$ cat src/sv/sidec_pkg.sv
// Shared types and constants for the signed integer to decimal ASCII converter.
// Depends on nothing; every other file of the block imports it.
package sidec_pkg;

    localparam int unsigned VALUE_W = 32;
    localparam int unsigned CHAR_W  = 8;
    localparam int unsigned MAG_W   = 32;
    localparam int unsigned WIDE_W  = 34;
    localparam int unsigned NUM_POS = 10;
    localparam int unsigned POS_W   = 4;
    localparam int unsigned DIGIT_W = 4;

    localparam logic [POS_W-1:0]  FIRST_POS  = 4'd9;
    localparam logic [CHAR_W-1:0] DIGIT_BASE = 8'd48;
    localparam logic [CHAR_W-1:0] MINUS_CHAR = 8'd45;

    // Powers of ten, one per decimal position; the widest multiple needs 34 bits.
    localparam logic [WIDE_W-1:0] POW10 [NUM_POS] = '{
        34'd1, 34'd10, 34'd100, 34'd1000, 34'd10000, 34'd100000,
        34'd1000000, 34'd10000000, 34'd100000000, 34'd1000000000
    };

    typedef struct packed {
        logic load;
        logic emit_sign;
        logic emit_digit;
        logic skip;
    } cmd_t;

    typedef struct packed {
        logic neg;
        logic digit_zero;
        logic pos_zero;
        logic started;
        logic out_free;
    } status_t;

endpackage

$ cat src/sv/sidec_ifs.sv
// Valid/ready channel interfaces for the converter's input and output sides.
// Depends on sidec_pkg for the field widths.
interface sidec_in_if;
    import sidec_pkg::*;

    logic                       valid;
    logic                       ready;
    logic signed [VALUE_W-1:0]  value;

    modport source (output valid, output value, input ready);
    modport sink   (input valid, input value, output ready);
endinterface

interface sidec_out_if;
    import sidec_pkg::*;

    logic               valid;
    logic               ready;
    logic [CHAR_W-1:0]  character;
    logic               last_char;

    modport source (output valid, output character, output last_char, input ready);
    modport sink   (input valid, input character, input last_char, output ready);
endinterface

$ cat src/sv/sidec_ctrl.sv
// Controller state machine: sequences sign and digit positions of one conversion.
// Depends on sidec_pkg for the command and status structs.
module sidec_ctrl (
    input  logic                clk,
    input  logic                rst_n,
    input  logic                in_valid,
    output logic                in_ready,
    input  sidec_pkg::status_t  status,
    output sidec_pkg::cmd_t     cmd
);
    import sidec_pkg::*;

    localparam logic [1:0] ST_IDLE  = 2'd0;
    localparam logic [1:0] ST_SIGN  = 2'd1;
    localparam logic [1:0] ST_DIGIT = 2'd2;

    logic [1:0] state_reg;
    logic [1:0] state_next;

    assign in_ready = (state_reg == ST_IDLE);

    always_comb
    begin
        cmd        = '0;
        state_next = state_reg;
        unique case (state_reg)
            ST_IDLE:
            begin
                if (in_valid)
                begin
                    cmd.load   = 1'b1;
                    state_next = ST_SIGN;
                end
            end
            ST_SIGN:
            begin
                // A value that is not negative passes straight on to the digits.
                if (!status.neg)
                begin
                    state_next = ST_DIGIT;
                end
                else if (status.out_free)
                begin
                    cmd.emit_sign = 1'b1;
                    state_next    = ST_DIGIT;
                end
            end
            ST_DIGIT:
            begin
                // Leading zeros are dropped without using the output.
                if (status.digit_zero && !status.started && !status.pos_zero)
                begin
                    cmd.skip = 1'b1;
                end
                else if (status.out_free)
                begin
                    cmd.emit_digit = 1'b1;
                    if (status.pos_zero)
                    begin
                        state_next = ST_IDLE;
                    end
                end
            end
            default:
            begin
                state_next = ST_IDLE;
            end
        endcase
    end

    always_ff @(posedge clk or negedge rst_n)
    begin
        if (!rst_n)
        begin
            state_reg <= ST_IDLE;
        end
        else
        begin
            state_reg <= state_next;
        end
    end

endmodule

$ cat src/sv/sidec_dp.sv
// Datapath: magnitude register, one decimal digit per cycle unless the output stalls, and the output register.
// Depends on sidec_pkg for the power-of-ten table and the command and status structs.
module sidec_dp (
    input  logic                                  clk,
    input  logic                                  rst_n,
    input  logic signed [sidec_pkg::VALUE_W-1:0]  value,
    input  sidec_pkg::cmd_t                       cmd,
    output sidec_pkg::status_t                    status,
    input  logic                                  out_ready,
    output logic                                  out_valid,
    output logic [sidec_pkg::CHAR_W-1:0]          character,
    output logic                                  last_char
);
    import sidec_pkg::*;

    logic [MAG_W-1:0]   mag_reg;
    logic [POS_W-1:0]   pos_reg;
    logic               started_reg;
    logic               neg_reg;
    logic               out_valid_reg;
    logic [CHAR_W-1:0]  char_reg;
    logic               last_reg;

    logic [WIDE_W-1:0]  prod [NUM_POS];
    logic [WIDE_W-1:0]  mag_wide;
    logic [DIGIT_W-1:0] digit;
    logic [WIDE_W-1:0]  sub;
    logic               out_free;

    // The digit at the current position is the largest k with k * 10^pos <= magnitude.
    always_comb
    begin
        mag_wide = {2'b00, mag_reg};
        digit    = '0;
        prod[0]  = '0;
        for (int k = 1; k < NUM_POS; k++)
        begin
            prod[k] = WIDE_W'(POW10[pos_reg] * WIDE_W'(k));
        end
        for (int k = 1; k < NUM_POS; k++)
        begin
            if (mag_wide >= prod[k])
            begin
                digit = DIGIT_W'(k);
            end
        end
        sub = prod[digit];
    end

    assign out_free = !out_valid_reg || out_ready;

    assign status.neg        = neg_reg;
    assign status.digit_zero = (digit == '0);
    assign status.pos_zero   = (pos_reg == '0);
    assign status.started    = started_reg;
    assign status.out_free   = out_free;

    assign out_valid = out_valid_reg;
    assign character = char_reg;
    assign last_char = last_reg;

    always_ff @(posedge clk or negedge rst_n)
    begin
        if (!rst_n)
        begin
            out_valid_reg <= 1'b0;
        end
        else if (cmd.emit_sign || cmd.emit_digit)
        begin
            out_valid_reg <= 1'b1;
        end
        else if (out_ready)
        begin
            out_valid_reg <= 1'b0;
        end
    end

    always_ff @(posedge clk)
    begin
        if (cmd.load)
        begin
            neg_reg     <= value[VALUE_W-1];
            mag_reg     <= value[VALUE_W-1] ? (~value) + 1'b1 : value;
            pos_reg     <= FIRST_POS;
            started_reg <= 1'b0;
        end
        else if (cmd.skip || cmd.emit_digit)
        begin
            mag_reg     <= mag_reg - sub[MAG_W-1:0];
            pos_reg     <= pos_reg - 1'b1;
            started_reg <= started_reg | cmd.emit_digit;
        end

        if (cmd.emit_sign)
        begin
            char_reg <= MINUS_CHAR;
            last_reg <= 1'b0;
        end
        else if (cmd.emit_digit)
        begin
            char_reg <= DIGIT_BASE + {{(CHAR_W-DIGIT_W){1'b0}}, digit};
            last_reg <= (pos_reg == '0);
        end
    end

endmodule

$ cat src/sv/signed_int_to_decimal_ascii.sv
// Signed 32-bit integer to decimal ASCII text. Each input transfer carries one two's
// complement value; the block answers with its decimal text, one character per output
// transfer, most significant first, with last_char high on the final character. A
// negative value opens with '-', there are never leading zeros, zero gives a single '0',
// and the most negative value gives -2147483648. After a value is taken the block passes
// through the sign step (emitting '-' if needed, and nothing for a value that is not
// negative), then walks the ten decimal positions from 10^9 down to 10^0 at one position
// per cycle unless the output holds it back; a leading zero position still takes its
// step but produces nothing. The sign and each emitted digit wait while the output
// register holds a character not yet taken. The input is ready only between conversions,
// but the last character may still sit in the output register while the next value is
// taken. There is no configuration and no state kept between values.
// Depends on sidec_pkg, sidec_ifs, sidec_ctrl and sidec_dp.
module signed_int_to_decimal_ascii (
    input  logic        clk,
    input  logic        rst_n,
    sidec_in_if.sink    din,
    sidec_out_if.source dout
);
    import sidec_pkg::*;

    cmd_t    cmd;
    status_t status;
    logic    in_ready;

    // The controller decides, per cycle, whether to take a value, emit the sign,
    // emit a digit or drop a leading zero.
    sidec_ctrl u_ctrl (
        .clk      (clk),
        .rst_n    (rst_n),
        .in_valid (din.valid),
        .in_ready (in_ready),
        .status   (status),
        .cmd      (cmd)
    );

    // The datapath holds the magnitude and position and owns the output register.
    sidec_dp u_dp (
        .clk       (clk),
        .rst_n     (rst_n),
        .value     (din.value),
        .cmd       (cmd),
        .status    (status),
        .out_ready (dout.ready),
        .out_valid (dout.valid),
        .character (dout.character),
        .last_char (dout.last_char)
    );

    assign din.ready = in_ready;

    // Only one action is commanded in any cycle.
    a_one_cmd: assert property (@(posedge clk) disable iff (!rst_n)
        $onehot0({cmd.load, cmd.emit_sign, cmd.emit_digit, cmd.skip}))
        else $error("more than one datapath command in a cycle");

    // A conversion keeps the input closed on the cycle after it starts.
    a_busy_after_load: assert property (@(posedge clk) disable iff (!rst_n)
        din.valid && din.ready |=> !din.ready)
        else $error("input reopened straight after a transfer");

    // Every character shown is a minus sign or a decimal digit.
    a_char_range: assert property (@(posedge clk) disable iff (!rst_n)
        dout.valid |-> (dout.character == MINUS_CHAR ||
                        (dout.character >= DIGIT_BASE && dout.character <= DIGIT_BASE + 8'd9)))
        else $error("character outside the sign and digit codes");

    // The minus sign is never the final character of a text.
    a_sign_not_last: assert property (@(posedge clk) disable iff (!rst_n)
        dout.valid && dout.character == MINUS_CHAR |-> !dout.last_char)
        else $error("minus sign flagged as the final character");

endmodule
$ cat src/flat_wrapper.sv
// flat-port wrapper written by rule: the top's interface ports become plain ports
module signed_int_to_decimal_ascii_flat import sidec_pkg::*;
  (clk, rst_n, din_valid, din_value, din_ready, dout_valid, dout_character, dout_last_char, dout_ready);
  sidec_in_if din_i ();
  sidec_out_if dout_i ();
  input  logic clk;
  input  logic rst_n;
  input wire logic [$bits(din_i.valid)-1:0] din_valid;
  input wire logic [$bits(din_i.value)-1:0] din_value;
  output wire logic [$bits(din_i.ready)-1:0] din_ready;
  output wire logic [$bits(dout_i.valid)-1:0] dout_valid;
  output wire logic [$bits(dout_i.character)-1:0] dout_character;
  output wire logic [$bits(dout_i.last_char)-1:0] dout_last_char;
  input wire logic [$bits(dout_i.ready)-1:0] dout_ready;
  assign din_i.valid = din_valid;
  assign din_i.value = din_value;
  assign din_ready = din_i.ready;
  assign dout_valid = dout_i.valid;
  assign dout_character = dout_i.character;
  assign dout_last_char = dout_i.last_char;
  assign dout_i.ready = dout_ready;
  signed_int_to_decimal_ascii u_core (.clk(clk), .rst_n(rst_n), .din(din_i), .dout(dout_i));
endmodule
$ cat config.mk
export PLATFORM = sky130hd
export DESIGN_NAME = signed_int_to_decimal_ascii_flat
export DESIGN_NICKNAME = d
export VERILOG_FILES = /design/src/sv/sidec_pkg.sv /design/src/sv/sidec_ifs.sv /design/src/sv/sidec_ctrl.sv /design/src/sv/sidec_dp.sv /design/src/sv/signed_int_to_decimal_ascii.sv /design/src/flat_wrapper.sv
export SDC_FILE = /design/constraint.sdc
export NUM_CORES = 1
export LEC_CHECK = 0
export ABC_AREA = 0
export BUFFER_PORTS_ARGS = -buffer_cell sky130_fd_sc_hd__buf_4
export CORE_UTILIZATION = 31
export CTS_CLUSTER_SIZE = 16
export DETAILED_ROUTE_END_ITERATION = 10
export GPL_ROUTABILITY_DRIVEN = 0
export GPL_TIMING_DRIVEN = 0
export PLACE_DENSITY_LB_ADDON = 0.15
export SYNTH_ARGS = -nofsm -noshare
export SYNTH_HDL_FRONTEND = slang
export SYNTH_SLANG_ARGS = --single-unit
$ cat constraint.sdc
create_clock -name clk -period 11.95 [get_ports clk]
set_input_delay 2.9875 -clock clk [delete_from_list [all_inputs] [get_ports clk]]
set_output_delay 2.9875 -clock clk [all_outputs]
set_load 0.05 [all_outputs]
**Word-level counts from Yosys, hierarchy flattened**

Memory sizes are Yosys's and may differ from the RTL's.
Cells that the tools add are included.

- Bits in registers: 50
- Bits in read-only memories: 544
- Input port bits: 36
- Output and inout port bits: 11
- Logic and storage cells: 88
- Memories: 1

Memories:

| name | depth | width | rd ports | clocked after Yosys merged registers in | wr ports | line | source |
|---|---|---|---|---|---|---|---|
| (no name shown) | 16 | 34 | 1 | 0 | 0 | sidec_dp.sv:38 | `prod[k] = WIDE_W'(POW10[pos_reg] * WIDE_W'(k));` |

- Add/sub/neg operators: 4
- Multiply operators: 5
- Order comparisons: 11
- Equality and inequality tests: 7
- Multiplexer cells: 34
- Bitwise operators: 4
- Reductions and logical operators: 14

Operators by type and width:

| cell | count |
|---|---|
| $ge A32 B34 Y1 | 9 |
| $mux W32 | 5 |
| $bmux W34 S4 | 1 |
| $mul A34 B3 Y34 const B | 2 |
| $mux W34 | 2 |
| $mul A34 B2 Y33 const B | 1 |
| $mul A34 B2 Y34 const B | 1 |
| $mul A34 B4 Y34 const B | 1 |
| $add A32 B1 Y32 const B | 1 |
| $not A32 Y32 | 1 |
| $sub A32 B32 Y32 | 1 |
| $mux W4 | 7 |
| $mux W2 | 8 |
| $ge A5 B5 Y1 const B | 2 |
| $mux W1 | 10 |
| $not A4 Y5 | 2 |
| $logic_not A4 Y1 | 2 |
| $ne A2 B2 Y1 const B | 4 |
| $add A6 B4 Y7 const A | 1 |
| $pmux W2 S3 | 1 |
| $reduce_and A5 Y1 | 1 |
| $reduce_bool A2 Y1 | 2 |
| $sub A4 B1 Y4 const B | 1 |
| $logic_not A1 Y1 | 3 |
| other kinds (7) | 10 |

**Depth between registers and ports, before layout**

- Depth in word-level cells: 22
- Depth in mapped cells: 49
- Gate-level depth less buffers: 45

**Cells and area by module**

Synthesis repeated with hierarchy kept, for this count alone.

- Cell total of the unflattened synthesis: 2,214
- Area, all modules: 17,181.5 µm²

By module, submodules not included:

| module | times used | cells an instance | area an instance (µm²) |
|---|---|---|---|
| sidec_dp | 1 | 2,194 | 17,011.3 |
| sidec_ctrl | 1 | 20 | 170.2 |

**Worst setup path before layout**

Ideal clock, no wire load.

- Kind: register -> register
- Start: reg u_core.u_dp.pos_reg[0]
- End: reg u_core.u_dp.mag_reg[31], data pin
- Setup time: 0.153 ns
- Data arrival time: 9.800 ns
- Setup slack: 1.997 ns
- Stages on the path, launching flop included: 46
- Path buffers: 4
- Cell sequence: dfxtp_1 -> clkbuf_1 -> inv_1 -> ha_1 -> nand2_1 -> nand2_1 -> inv_1 -> nand2_1 -> ha_1 -> ha_1 -> o21a_1 -> o21a_1 -> o21a_1 -> a2111oi_0 -> o311ai_0 -> a21o_1 -> a21o_1 -> a31oi_1 -> [... 10 more ...] -> or2_4 -> buf_6 -> buf_4 -> buf_2 -> a2bb2oi_1 -> ha_1 -> nor2b_1 -> o31a_1 -> o41a_1 -> o311a_1 -> a31oi_1 -> a21oi_1 -> nand4_1 -> a31oi_1 -> a41o_1 -> o41ai_1 -> xnor3_1 -> o22ai_1

- Word-level cells in the longest chain between the ends: 21
- Elaborated cells on any way between the ends: 34

Ends and longest elaborated chain:

| what | line | source |
|---|---|---|
| from (decl) | sidec_dp.sv:17 | `logic [POS_W-1:0] pos_reg;` |
| from (signal assigned) | sidec_dp.sv:90 | `pos_reg <= pos_reg - 1'b1;` |
| $not A4 Y5 (implied by the code) (*) | sidec_dp.sv:38 |  |
| $mem_v2 Z16 W34 (*) | n/a |  |
| $mux W34 (implied by the code) (*) (2 in series) | sidec_dp.sv:38 |  |
| parallel branches: the longest is 11 deep, another holds $mul A34 B2 Y34 | n/a |  |
| $bmux W34 S4 (*) | sidec_dp.sv:47 | `sub = prod[digit];` |
| $mux W32 (implied by the code) (*) (2 in series) | sidec_dp.sv:47 |  |
| $sub A32 B32 Y32 (*) | sidec_dp.sv:89 | `mag_reg <= mag_reg - sub[MAG_W-1:0];` |
| $mux W32 (*) | sidec_dp.sv:87 | `else if (cmd.skip \|\| cmd.emit_digit)` |
| $mux W32 (*) | sidec_dp.sv:80 | `if (cmd.load)` |
| to (signal assigned) | sidec_dp.sv:83 | `mag_reg <= value[VALUE_W-1] ? (~value) + 1'b1 : value;` |
| to (signal assigned) | sidec_dp.sv:89 |  |
| to (decl) | sidec_dp.sv:16 | `logic [MAG_W-1:0] mag_reg;` |

Mark *: on every way between the ends. The select of a mux whose other input is x is not followed.
A chain may end at the register's enable or synchronous reset.

**Worst setup path after layout**

Same ends and word-level chain as after synthesis.

==> impl_metrics.yaml <==
global_routing:
  grt.overflow.total: 0
  grt_pass1_wl_mm: 111
  grt_max_degree: 33
  antenna_found_initial: 1
  grt.total_usage: 0.264
  first_global_vias: 17984
logic_synthesis:
  syn_area_per_cell_sq_um: 7.76
  syn-cell-area_sq_mm: 0.0169
  syn-instance-count: 2182
  ys_seq_area_frac: 0.0760
  synth-seq-cells: 47
  yosys_warnings: 0
  synth-main-ff-cell: "edfxtp_1"
  ys_types: 100
  synth-edff-count: 33
  synthArstFlopShare: 0.0638
detailed_routing:
  wl_mm: 74.6
  via_count: 18166
  drtIter0Drc: 1396
  wl_per_cell_microns: 25.1
  via_per_inst: 6.12
  drc: 0
  postRouteAntennaNets: 0
  drt_pre_antenna_iters: 6
floorplanning:
  dieHeight_microns: 236
  io_pins: 47
  die_area_sq_mm: 0.0556
  die_x_microns: 236
  core_sq_mm: 0.0539
  start_util: 0.314
  rows: 85
setup_path:
  crit_path_end_kind: "flop"
  cpPeakStageDelay_ns: 0.69
  reg2regPathDepth: 42
  crit_required_ns: 12.10
  worstPathArrival_ns: 11.67
  path_class: "flop to flop"
  crit_top_cell: "buf_4"
  path_max_fanout: 10
  crit_family: "compound AO/OA/AOI/OAI gates"
  r2r_setup_slack_ns: 0.44
  start_kind: "flop"
  worstReg2RegStart: "u_core.u_dp.pos_reg[0]"
  critPathSlowestCell: "nor3_1"
  cp.buffers_inverters: 7
  r2r_end: "u_core.u_dp.mag_reg[31]"
hold_path:
  hp-class: "flop to flop"
  hold_path_depth: 2
  whs_endpoint: "u_core.u_dp.character[4]"
  min_from: "u_core.u_dp.character[4]"
final_layout:
  largest_register_ffs: 32
  layout-drive-gt1-share: 0.106
  nNetsFinal: 2730
  synthToLayoutAreaGrowth_pct: 12.1
  antenna_cells: 0
  final_area_sq_mm: 0.0190
sta:
  fin_crit_ns: 11.51
  clock_skew_ns: 0.0105
  slew_viol_final: 0
  hold_violations: 0
  fmax_ghz: 0.0869
  hold_ws_ns: 0.451
  finalCritPeriodShare: 0.963
  tns_ns: 0
  relSlewSlack: 0.0543
  setup_violations: 0
  worst_pin_slew_ns: 1.42
cts:
  cts_sinks: 47
  clock_latency_ns: 0.32
  h-tree-depth: 2
  cts_made_buffers: 5
  cts_tree: "done"
  root_buffer: "clkbuf_16"
  clkTransAtPathRegs_ns: 0.08
  ctsLongestPathBuffers: 2
outcome:
  status: "finished clean"
flow_run:
  cap_viol_max_count: 0
place:
  placed_area_sq_mm: 0.0181
  hpwlAfterDp_mm: 60.7
  io_buffers: 43
==> cells in the mapped netlist, drive strengths merged (33+ instances only) <==
cell type / n / area [sq um]
nand3: 57 / 285
xor2: 57 / 499
buf: 33 / 214
inv: 100 / 375
xnor2: 82 / 718
clkbuf: 34 / 128
a21o: 65 / 488
edfxtp: 33 / 991
o21ai: 158 / 795
nand4: 51 / 319
nand2: 176 / 671
a21oi: 228 / 1140
nor3: 51 / 255
ha: 404 / 5050
nor2: 146 / 563
==> per-stage QoR <==
stage           util  setup WS, ns  std cells
2_1_floorplan      -          2.00       2186
3_3_place_gp   0.336         -3.05       2925
3_5_place_dp   0.337         -3.00       2925
4_1_cts        0.346        0.0171       2947
5_1_grt        0.352       -0.0118       2967
6_report       0.352         0.436       2967
==> cell usage in the layout (no fill, tap or decap), drive strengths merged, types with 33 or more instances in the layout <==
master and count:
inv 93, nor2 146, xnor2 82, a21o 65, ha 404, nand2 176
clkbuf 34, nor3 51, a21oi 228, buf 115, nand3 57, o21ai 158
edfxtp 33, xor2 57, nand4 51
==> metal layers <==
metal | GRT usage | wire length [microns] | vias up
li1 | - | - | 8464
met1 | 0.343 | 32600 | 8704
met2 | 0.419 | 32300 | 814
met3 | 0.0478 | 5780 | 182
met4 | 0.126 | 3960 | 2
met5 | 0 | 12 | -
==> worst max-delay path by stage <==
stage	from	to	slack [ns]	depth (start not counted)
after CTS	u_core.u_dp.pos_reg[0]	u_core.u_dp.mag_reg[31]	0.02	47
after global routing	u_core.u_dp.pos_reg[0]	u_core.u_dp.mag_reg[31]	-0.01	49
after floorplan	u_core.u_dp.pos_reg[0]	u_core.u_dp.mag_reg[31]	2.00	45
after global placement	u_core.u_dp.pos_reg[0]	u_core.u_dp.mag_reg[31]	-3.05	41
final	u_core.u_dp.pos_reg[0]	u_core.u_dp.mag_reg[31]	0.44	42
after detailed placement	u_core.u_dp.pos_reg[0]	u_core.u_dp.mag_reg[31]	-3.00	41
==> area by class of cell <==
class / count / area (sq um)
fillers: 5687 / 34900
multi-input cells: 1969 / 15300
flip-flops and latches: 47 / 1290
well taps: 696 / 871
repair buffers: 80 / 601
inverters: 103 / 419
plain buffers: 64 / 369
clock buffers: 6 / 129
clock inverters: 2 / 17.5
==> worst register-to-register path, delay by kind of cell (launching register included) <==
kind,cells,cell delay (ns)
compound gates,20,4.79
simple gates,8,1.91
fa+ha+maj,5,1.74
xor+xnor,2,0.90
buf+inv,7,1.59
flops,1,0.42
==> what timing repair did <==
action	CTS	global route
hold buffers	0	0
gates cloned	0	0
gates resized for setup	66	64
setup buffers	16	21
setup endpoints to repair	63	9
pin swaps	5	6
==> kinds of logic after synthesis <==
family,count (synthesis),share of synthesized area
fa+ha+maj,424,0.322
simple gates,627,0.182
buf+inv,170,0.0430
xor+xnor,140,0.0732
compound gates,742,0.285
mux,30,0.0184
flops,47,0.0760
other cells,2,0.000443
Power is not shown: default switching activity piles up to over one toggle a cycle in this logic, so the estimate is an artifact.
